==> src/design/htsed_pkg.sv <==
// ----------------------------------------------------------------------------
// htsed_pkg: shared types and constants
// Transaction types, controller commands and status, and the entity name table
// with its lookup function.
// ----------------------------------------------------------------------------
package htsed_pkg;

	typedef struct packed {
		logic [7:0] text_byte;
		logic       byte_valid;
		logic       end_of_text;
	} text_item_t;

	typedef struct packed {
		logic [7:0] out_byte;
		logic       out_valid;
		logic       last_result;
	} clean_item_t;

	localparam int OP_W = 3;
	localparam logic [OP_W-1:0] OP_NONE   = 3'd0;
	localparam logic [OP_W-1:0] OP_IN     = 3'd1;
	localparam logic [OP_W-1:0] OP_RP     = 3'd2;
	localparam logic [OP_W-1:0] OP_FFAIL  = 3'd3;
	localparam logic [OP_W-1:0] OP_FINISH = 3'd4;

	typedef struct packed {
		logic [OP_W-1:0] op;
		logic            hold_mode;
	} cmd_t;

	typedef struct packed {
		logic fail;
		logic ent;
		logic rp_empty;
		logic rp_one;
		logic can_emit;
	} stat_t;

	localparam logic [7:0] CH_AMP   = 8'h26;
	localparam logic [7:0] CH_APOS  = 8'h27;
	localparam logic [7:0] CH_QUOT  = 8'h22;
	localparam logic [7:0] CH_SPACE = 8'h20;
	localparam logic [7:0] CH_DASH  = 8'h2d;
	localparam logic [7:0] CH_QMARK = 8'h3f;
	localparam logic [7:0] CH_SEMI  = 8'h3b;
	localparam logic [7:0] CH_LT    = 8'h3c;
	localparam logic [7:0] CH_GT    = 8'h3e;

	localparam int NUM_NAMES  = 13;
	localparam int NAME_CHARS = 5;
	localparam int NAME_W     = 8 * NAME_CHARS;
	localparam int LEN_W      = 4;

	// first character in the low byte
	localparam logic [NAME_W-1:0] ENT_NAME [NUM_NAMES] = '{
		40'h00_00_70_6d_61,	// amp
		40'h00_00_38_33_23,	// #38
		40'h00_00_39_33_23,	// #39
		40'h00_73_6f_70_61,	// apos
		40'h6f_75_71_73_72,	// rsquo
		40'h6f_75_71_73_6c,	// lsquo
		40'h00_74_6f_75_71,	// quot
		40'h6f_75_71_64_6c,	// ldquo
		40'h6f_75_71_64_72,	// rdquo
		40'h00_70_73_62_6e,	// nbsp
		40'h68_73_61_64_6d,	// mdash
		40'h68_73_61_64_6e,	// ndash
		40'h37_31_32_38_23	// #8217
	};

	localparam logic [LEN_W-1:0] ENT_LEN [NUM_NAMES] = '{
		4'd3, 4'd3, 4'd3, 4'd4, 4'd5, 4'd5, 4'd4, 4'd5, 4'd5, 4'd4, 4'd5, 4'd5, 4'd5
	};

	localparam logic [7:0] ENT_CHAR [NUM_NAMES] = '{
		CH_AMP, CH_AMP, CH_APOS, CH_APOS, CH_APOS, CH_APOS, CH_QUOT, CH_QUOT, CH_QUOT,
		CH_SPACE, CH_DASH, CH_DASH, CH_APOS
	};

	function automatic logic [7:0] ent_lookup(input logic [NAME_W-1:0] name,
		input logic [LEN_W-1:0] len);
		logic [7:0]        ch;
		logic [NAME_W-1:0] mask;
		ch = CH_QMARK;
		for (int i = 0; i < NUM_NAMES; i++) begin
			mask = {NAME_W{1'b1}} >> (8 * (NAME_CHARS - int'(ENT_LEN[i])));
			if (len == ENT_LEN[i] && (name & mask) == (ENT_NAME[i] & mask)) begin
				ch = ENT_CHAR[i];
			end
		end
		return ch;
	endfunction

endpackage

==> src/design/htsed_dp.sv <==
// ----------------------------------------------------------------------------
// htsed_dp: byte datapath
// One byte step per command: tag and entity tracking, lookahead and replay
// buffers, end-of-text hold stage and the output register.
// ----------------------------------------------------------------------------
module htsed_dp #(
	parameter int MAX_ENTITY_SPAN = 8
) (
	input  logic                   clk,
	input  logic                   arst_n,
	input  htsed_pkg::text_item_t  text,
	input  htsed_pkg::cmd_t        cmd,
	input  logic                   clean_ready,
	output htsed_pkg::stat_t       st,
	output logic                   clean_valid,
	output htsed_pkg::clean_item_t clean
);

	localparam int IDXW = $clog2(MAX_ENTITY_SPAN);
	localparam int CNTW = $clog2(MAX_ENTITY_SPAN + 1);

	logic [7:0]                     la_q [MAX_ENTITY_SPAN];
	logic [7:0]                     la_d [MAX_ENTITY_SPAN];
	logic [7:0]                     rp_q [MAX_ENTITY_SPAN];
	logic [CNTW-1:0]                cnt_q, cnt_d;
	logic [CNTW-1:0]                rp_cnt_q, rp_len;
	logic                           ent_q, ent_d;
	logic                           tag_q, tag_d;
	logic [7:0]                     hold_byte_q;
	logic                           hold_v_q;
	logic                           clean_v_q;
	htsed_pkg::clean_item_t         clean_q;
	logic [7:0]                     b;
	logic                           proc;
	logic                           fail;
	logic                           emit;
	logic [7:0]                     emit_byte;
	logic [htsed_pkg::NAME_W-1:0]   name;
	logic                           push;
	htsed_pkg::clean_item_t         push_item;
	logic                           can_emit;

	assign can_emit    = !clean_v_q || clean_ready;
	assign clean_valid = clean_v_q;
	assign clean       = clean_q;

	always_comb begin
		for (int j = 0; j < htsed_pkg::NAME_CHARS; j++) begin
			name[8*j +: 8] = la_q[j];
		end
	end

	always_comb begin
		b         = (cmd.op == htsed_pkg::OP_RP) ? rp_q[0] : text.text_byte;
		proc      = (cmd.op == htsed_pkg::OP_IN && text.byte_valid) ||
			(cmd.op == htsed_pkg::OP_RP);
		la_d      = la_q;
		cnt_d     = cnt_q;
		ent_d     = ent_q;
		tag_d     = tag_q;
		emit      = 1'b0;
		emit_byte = b;
		fail      = 1'b0;
		rp_len    = cnt_q;
		if (proc) begin
			if (ent_q) begin
				if (b == htsed_pkg::CH_SEMI) begin
					emit      = 1'b1;
					emit_byte = htsed_pkg::ent_lookup(name, htsed_pkg::LEN_W'(cnt_q));
					ent_d     = 1'b0;
					cnt_d     = '0;
				end else begin
					la_d[cnt_q[IDXW-1:0]] = b;
					cnt_d = cnt_q + 1'b1;
					if (cnt_d == CNTW'(MAX_ENTITY_SPAN)) begin
						fail   = 1'b1;
						rp_len = cnt_d;
					end
				end
			end else if (tag_q) begin
				if (b == htsed_pkg::CH_GT) begin
					tag_d = 1'b0;
				end
			end else if (b == htsed_pkg::CH_LT) begin
				tag_d = 1'b1;
			end else if (b == htsed_pkg::CH_AMP) begin
				ent_d = 1'b1;
				cnt_d = '0;
			end else begin
				emit = 1'b1;
			end
		end
		if (cmd.op == htsed_pkg::OP_FFAIL) begin
			fail = 1'b1;
		end
		if (fail) begin
			emit      = 1'b1;
			emit_byte = htsed_pkg::CH_AMP;
			ent_d     = 1'b0;
			cnt_d     = '0;
		end
		if (cmd.op == htsed_pkg::OP_FINISH) begin
			ent_d = 1'b0;
			tag_d = 1'b0;
			cnt_d = '0;
		end
	end

	// in hold mode a new result pushes the held one out
	always_comb begin
		push                  = 1'b0;
		push_item.out_byte    = hold_byte_q;
		push_item.out_valid   = 1'b1;
		push_item.last_result = 1'b0;
		if (cmd.op == htsed_pkg::OP_FINISH) begin
			push                  = 1'b1;
			push_item.out_byte    = hold_v_q ? hold_byte_q : 8'h00;
			push_item.out_valid   = hold_v_q;
			push_item.last_result = 1'b1;
		end else if (emit) begin
			if (!cmd.hold_mode) begin
				push               = 1'b1;
				push_item.out_byte = emit_byte;
			end else if (hold_v_q) begin
				push = 1'b1;
			end
		end
	end

	always_ff @(posedge clk or negedge arst_n) begin
		if (!arst_n) begin
			cnt_q     <= '0;
			ent_q     <= 1'b0;
			tag_q     <= 1'b0;
			rp_cnt_q  <= '0;
			hold_v_q  <= 1'b0;
			clean_v_q <= 1'b0;
		end else begin
			cnt_q <= cnt_d;
			ent_q <= ent_d;
			tag_q <= tag_d;
			if (fail) begin
				rp_cnt_q <= rp_len;
			end else if (cmd.op == htsed_pkg::OP_RP) begin
				rp_cnt_q <= rp_cnt_q - 1'b1;
			end
			if (cmd.op == htsed_pkg::OP_FINISH) begin
				hold_v_q <= 1'b0;
			end else if (emit && cmd.hold_mode) begin
				hold_v_q <= 1'b1;
			end
			if (push) begin
				clean_v_q <= 1'b1;
			end else if (clean_ready) begin
				clean_v_q <= 1'b0;
			end
		end
	end

	always_ff @(posedge clk) begin
		la_q <= la_d;
		if (fail) begin
			rp_q <= la_d;
		end else if (cmd.op == htsed_pkg::OP_RP) begin
			for (int i = 0; i < MAX_ENTITY_SPAN - 1; i++) begin
				rp_q[i] <= rp_q[i+1];
			end
		end
		if (emit && cmd.hold_mode) begin
			hold_byte_q <= emit_byte;
		end
		if (push) begin
			clean_q <= push_item;
		end
	end

	assign st.fail     = fail;
	assign st.ent      = ent_q;
	assign st.rp_empty = (rp_cnt_q == '0);
	assign st.rp_one   = (rp_cnt_q == CNTW'(1));
	assign st.can_emit = can_emit;

endmodule

==> src/design/htsed_ctrl.sv <==
// ----------------------------------------------------------------------------
// htsed_ctrl: sequencing controller
// Accepts transactions, runs the replay of a failed entity and the
// end-of-text flush, one datapath step per cycle while the output can take it.
// ----------------------------------------------------------------------------
module htsed_ctrl (
	input  logic             clk,
	input  logic             arst_n,
	input  logic             text_valid,
	input  logic             end_of_text,
	input  htsed_pkg::stat_t st,
	output logic             text_ready,
	output htsed_pkg::cmd_t  cmd
);

	localparam logic [1:0] S_IDLE   = 2'd0;
	localparam logic [1:0] S_REPLAY = 2'd1;
	localparam logic [1:0] S_FLUSH  = 2'd2;

	logic [1:0] state_q, state_d;
	logic       flush_q, flush_d;

	always_comb begin
		state_d       = state_q;
		flush_d       = flush_q;
		cmd.op        = htsed_pkg::OP_NONE;
		cmd.hold_mode = flush_q;
		text_ready    = 1'b0;
		unique case (state_q)
			S_IDLE: begin
				text_ready    = st.can_emit;
				cmd.hold_mode = end_of_text;
				if (text_valid && st.can_emit) begin
					cmd.op  = htsed_pkg::OP_IN;
					flush_d = end_of_text;
					if (st.fail) begin
						state_d = S_REPLAY;
					end else if (end_of_text) begin
						state_d = S_FLUSH;
					end
				end
			end
			S_REPLAY: begin
				if (st.rp_empty) begin
					state_d = flush_q ? S_FLUSH : S_IDLE;
				end else if (st.can_emit) begin
					cmd.op = htsed_pkg::OP_RP;
					if (st.rp_one) begin
						state_d = flush_q ? S_FLUSH : S_IDLE;
					end
				end
			end
			S_FLUSH: begin
				if (st.can_emit) begin
					if (st.ent) begin
						cmd.op  = htsed_pkg::OP_FFAIL;
						state_d = S_REPLAY;
					end else begin
						cmd.op  = htsed_pkg::OP_FINISH;
						flush_d = 1'b0;
						state_d = S_IDLE;
					end
				end
			end
			default: begin
				state_d = S_IDLE;
			end
		endcase
	end

	always_ff @(posedge clk or negedge arst_n) begin
		if (!arst_n) begin
			state_q <= S_IDLE;
			flush_q <= 1'b0;
		end else begin
			state_q <= state_d;
			flush_q <= flush_d;
		end
	end

endmodule

==> src/design/html_tag_strip_entity_decode.sv <==
// Output: each result is registered into the output register by the step that makes it; results
// of an end-of-text transaction wait in the hold stage for the next result, the last one for the
// closing flush step. Throughput: one byte per cycle while the output can take a result; an
// entity that fails at the span limit is replayed byte by byte, and end of text adds a flush
// step plus a forced fail and a replay of the held bytes per pending entity. The replay loop sets this.
// Reset: arst_n clears the control and valid state; lookahead, replay, held and output bytes are not cleared.
// ----------------------------------------------------------------------------
// html_tag_strip_entity_decode: HTML tag stripper and entity decoder
// Drops markup between '<' and '>', decodes named and numeric entities and
// marks the last result of each text.
// ----------------------------------------------------------------------------
module html_tag_strip_entity_decode #(
	parameter int MAX_ENTITY_SPAN = 8
) (
	input  logic                   clk,
	input  logic                   arst_n,
	input  logic                   text_valid,
	output logic                   text_ready,
	input  htsed_pkg::text_item_t  text,
	output logic                   clean_valid,
	input  logic                   clean_ready,
	output htsed_pkg::clean_item_t clean
);

	htsed_pkg::cmd_t  cmd;
	htsed_pkg::stat_t st;

	htsed_ctrl u_ctrl (
		.clk         (clk),
		.arst_n      (arst_n),
		.text_valid  (text_valid),
		.end_of_text (text.end_of_text),
		.st          (st),
		.text_ready  (text_ready),
		.cmd         (cmd)
	);

	htsed_dp #(
		.MAX_ENTITY_SPAN (MAX_ENTITY_SPAN)
	) u_dp (
		.clk         (clk),
		.arst_n      (arst_n),
		.text        (text),
		.cmd         (cmd),
		.clean_ready (clean_ready),
		.st          (st),
		.clean_valid (clean_valid),
		.clean       (clean)
	);

	a_no_fail_in_replay: assert property (@(posedge clk) disable iff (!arst_n)
		cmd.op == htsed_pkg::OP_RP |-> !st.fail)
		else $error("entity failed during replay");

	a_fail_blocks_input: assert property (@(posedge clk) disable iff (!arst_n)
		st.fail |=> !text_ready)
		else $error("input taken right after entity failure");

	a_empty_marker: assert property (@(posedge clk) disable iff (!arst_n)
		clean_valid && !clean.out_valid |-> clean.last_result && clean.out_byte == 8'h00)
		else $error("empty result is not a clean end marker");

	a_finish_clears: assert property (@(posedge clk) disable iff (!arst_n)
		cmd.op == htsed_pkg::OP_FINISH |=> !st.ent && st.rp_empty)
		else $error("state left after flush");

endmodule

==> config.mk <==
export PLATFORM = sky130hd
export DESIGN_NAME = html_tag_strip_entity_decode
export DESIGN_NICKNAME = d
export VERILOG_FILES = /design/src/design/htsed_pkg.sv /design/src/design/htsed_dp.sv /design/src/design/htsed_ctrl.sv /design/src/design/html_tag_strip_entity_decode.sv
export SDC_FILE = /design/constraint.sdc
export NUM_CORES = 1
export LEC_CHECK = 0
export ABC_CLOCK_PERIOD_IN_PS = 5740
export BUFFER_PORTS_ARGS = -buffer_cell sky130_fd_sc_hd__buf_2
export CAP_MARGIN = 20
export CORE_ASPECT_RATIO = 0.75
export CORE_MARGIN = 2
export CORE_UTILIZATION = 23
export CTS_CLUSTER_SIZE = 12
export DETAILED_ROUTE_END_ITERATION = 7
export PLACE_DENSITY = 0.33
export SYNTH_ARGS = -nofsm -noshare
export SYNTH_HDL_FRONTEND = slang
export SYNTH_SLANG_ARGS = --single-unit
export TNS_END_PERCENT = 30
==> constraint.sdc <==
create_clock -name clk -period 5.74 [get_ports clk]
set_clock_uncertainty 0.1 [all_clocks]
set_input_delay 0.861 -clock clk [delete_from_list [all_inputs] [get_ports clk]]
set_output_delay 0.861 -clock clk [all_outputs]
set_load 0.01 [all_outputs]
==> summary.md <==
| Metric | Value |
|---|---|
| Setup slack at placement | 1.445 ns |
| F_max | 252.1 MHz |
| Clock Tree Buf Depth | 2 |
| Number of synthesized register bits | around 160 |
| GRT Total Usage | 0.1439 |
| Worst Setup SP | u_dp.rp_cnt_q[0]$_DFFE_PN0P_ |
| Power Density | between 300 and 400 mW/mm^2 |
| CP max FO | 19 |
| Initial antenna violation count | 0 |
| Die Ht | 159.6 um |
| Antenna fix cells | 0 |
| Fin crit period | 3.966 ns |
| Gr ovfl total | 0 |
| Number of synthesized flops with an enable pin | 82 |
| GP Congestion | 0.8498 |
| Share of post-route cells with drive strength above 1 | 0.1917 |
| # IOs | 26 |
| Required time of the critical path | 5.84 ns |
| Post-CTS setup buffer count | 0 |
| Main synth FF type | edfxtp_1 |
| Placed Area | between 0.008 and 0.009 sq mm |
| Area contributors post-synth | edfxtp_1 33%, dfxtp_1 17%, mux2_2 6.4% |
| R2R Path Start | u_dp.rp_cnt_q[0]$_DFFE_PN0P_ |
| Startpoint Class | register |
| Crit. End Element | register |
| Area grow syn2layout | 16.83% |
| Max-cap viol count | 0 |
| Synth Cell Area | 0.007427 sq mm |
| Filler cell count | about 3300 |
| CTS tree | yes |
| Fin Setup TNS | 0 ns |
| Detailed-router iteration count before antenna repair | 5 |
| DIE AREA | between 0.03 and 0.04 sq mm |
| Dominant cell type by area after synthesis | edfxtp_1 |
| # DRC | 0 |
| Crit path arrival time | 4.06 ns |
| Leak pwr | between 0.003 and 0.004 uW |
| DP Wirelength | 16.62 mm |
| Clock Tree Root | clkbuf_16 |
| Final setup viols | 0 |
| Die X | around 210 um |
| Clock H-tree levels | 4 |
| CTS buffer count | 17 |
| Via density | 4.805 |
| CP cell instances | inv_1, ha_1, nor3b_1, or4_1, buf_4, mux2i_4, nand3b_2, nor3_4, mux2_2, mux2_2 |
| Final WL | 23.12 mm |
| Syn Area/Cell | 10.81 sq um |
| Commonest cells after routing, fill and taps aside | 103 x nand2_1, 82 x edfxtp_1, 69 x nor2_1, 64 x dfxtp_1, 42 x mux2_2 |
| Initial DRC count | between 400 and 500 |
| Placed Instances | 1099 |
| Port bufs | 25 |
| Cts hold-fix bufs | 0 |
| Top cell type's share of synthesized area | 0.3315 |
| Clk_lat worst skew | 0.45 ns |
| Tot Pwr | around 2800 uW |
| CP max-delay cell | nand3b_2 |
| Post-synthesis sequential area ratio | 0.5546 |
| Fin crit share | 0.6910 |
| Ys Warns | 0 |
| Detail Route Antenna Nets | 0 |
| Clock Sinks | 161 |
| Slew headroom | 0.4203 |
| Final #Nets | 731 |
| CORE AREA | 0.03153 sq mm |
| Worst vdd ir | ~0.16 mV |
| Routed wire per std cell | ~20 um |
| Final Cell Area | roughly 0.0087 sq mm |
| CP Class | register to register |
| Status | completed |
| Reg clk slew, reported paths | roughly 0.070 ns |
| Post-Syn Nets | 706 |
| Synth Instances | around 690 |
| Final std cells w/o fill | 1131 |
| Initial Util | 0.2356 |
| Vias in the first global route | 5438 |
| Cell variety after synth | 67 |
| Tightest Pin Transition | approximately 0.87 ns |
| Largest net degree at the start of global routing | 77 |
| Hold Violations, Final | 0 |
| Unrepaired setup endpoints after global routing | false |
| Commonest non-fill, non-tap cell in the layout | nand2_1 |
| Most frequent CP cell | mux2_2 |
| First-pass GRT wire length | 35.14 mm |
| Pins Over Slew Limit | 0 |
| Post-route setup slack | between 1.5 and 2 ns |
| Via count | 5435 |
| Critical path's largest stage delay | 0.51 ns |
| HP Class | primary input to async pin |
| Ys async rst share | 0.09317 |
| Num rows | 56 |
| Cts repair resizes | 0 |
Yosys cell counts (6+ instances only):
library cell / instances
nand3b_1: 6
edfxtp_1: 82
mux2_2: 42
o21ai_0: 32
mux2i_1: 26
dfrtp_1: 15
nor3_1: 10
nand4_1: 7
clkbuf_1: 21
nand2b_1: 10
nand2_1: 104
o31ai_1: 23
inv_1: 22
nor4_1: 30
dfxtp_1: 64
nor2_1: 69
a21oi_1: 9
registers in the layout, indices dropped and copies added, names as in the netlist:
signal,count
u_dp.hold_v_q,1
u_dp.clean_valid,1
u_dp.rp_cnt_q,4
u_dp.cnt_q,4
u_ctrl.flush_q,1
u_dp.rp_q,64
u_ctrl.state_q,2
u_dp.tag_q,1
u_dp.ent_q,1
u_dp.la_q,64
u_dp.hold_byte_q,8
u_dp.clean,10
worst max-delay path, delay by kind of cell, from the launching register on:
family                     cells  cell delay [ns]
adders and majority gates      1             0.24
buffers and inverters          2             0.32
and+or+nand+nor                4             1.66
DFF                            1             0.41
muxes                          3             0.99
metal layers:
metal  GRT usage  vias up  share of wire
li1            -     2578              -
met1      0.2230     2681           0.53
met2      0.1893      151           0.39
met3     0.03736       25          0.058
met4     0.04609        0          0.016
met5           0        -              0
layout make-up:
type,instances,area (sq um),area share
inverters,26,97.59,0.01125
well taps,406,508.0,0.05854
flip-flops and latches,161,4119,0.4747
multi-input cells,468,3088,0.3559
clock inverters,14,202.7,0.02336
clock buffers,18,439.2,0.05061
repair buffers,38,222.7,0.02567
path summary, 6_finish.rpt:
check / end / slack, ns / depth (start not counted)
worst max-delay path: u_dp.rp_q[41]$_DFFE_PP_ / 1.77 / 10
worst max register to register: u_dp.rp_q[41]$_DFFE_PP_ / 1.77 / 10
max in group asynchronous: u_dp.cnt_q[0]$_DFFE_PN0P_ / 5.00 / 1
min in group clk: u_dp.la_q[8]$_DFF_P_ / 0.35 / 2
worst min-delay path: u_ctrl.state_q[1]$_DFFE_PN0P_ / 0.24 / 1
worst min register to register: u_dp.la_q[8]$_DFF_P_ / 0.35 / 2
per-stage QoR:
| step | utilization | hold slack, ns |
|---|---|---|
| 2_1_floorplan | - | 0.3236 |
| 3_3_place_gp | 0.2546 | 0.3330 |
| 3_5_place_dp | 0.2548 | 0.3396 |
| 4_1_cts | 0.2752 | 0.2172 |
| 5_1_grt | 0.2752 | 0.2375 |
| 6_report | 0.2752 | 0.2381 |
power breakdown:
group	switching (uW)	internal [uW]
clock network	503	747
logic	152	81.1
registers	33.7	1260
total	689	2090
logic make-up after synthesis:
kind of cell               Yosys count  synth area share
buffers and inverters               58           0.03201
muxes                               72            0.1078
AOI/OAI and AO/OA                   91           0.07969
and+or+nand+nor                    296            0.2128
DFF                                161            0.5546
adders and majority gates            5          0.008423
xor gates and xnor gates             4          0.004718
No activity file was read; power rests on OpenSTA's default activity.
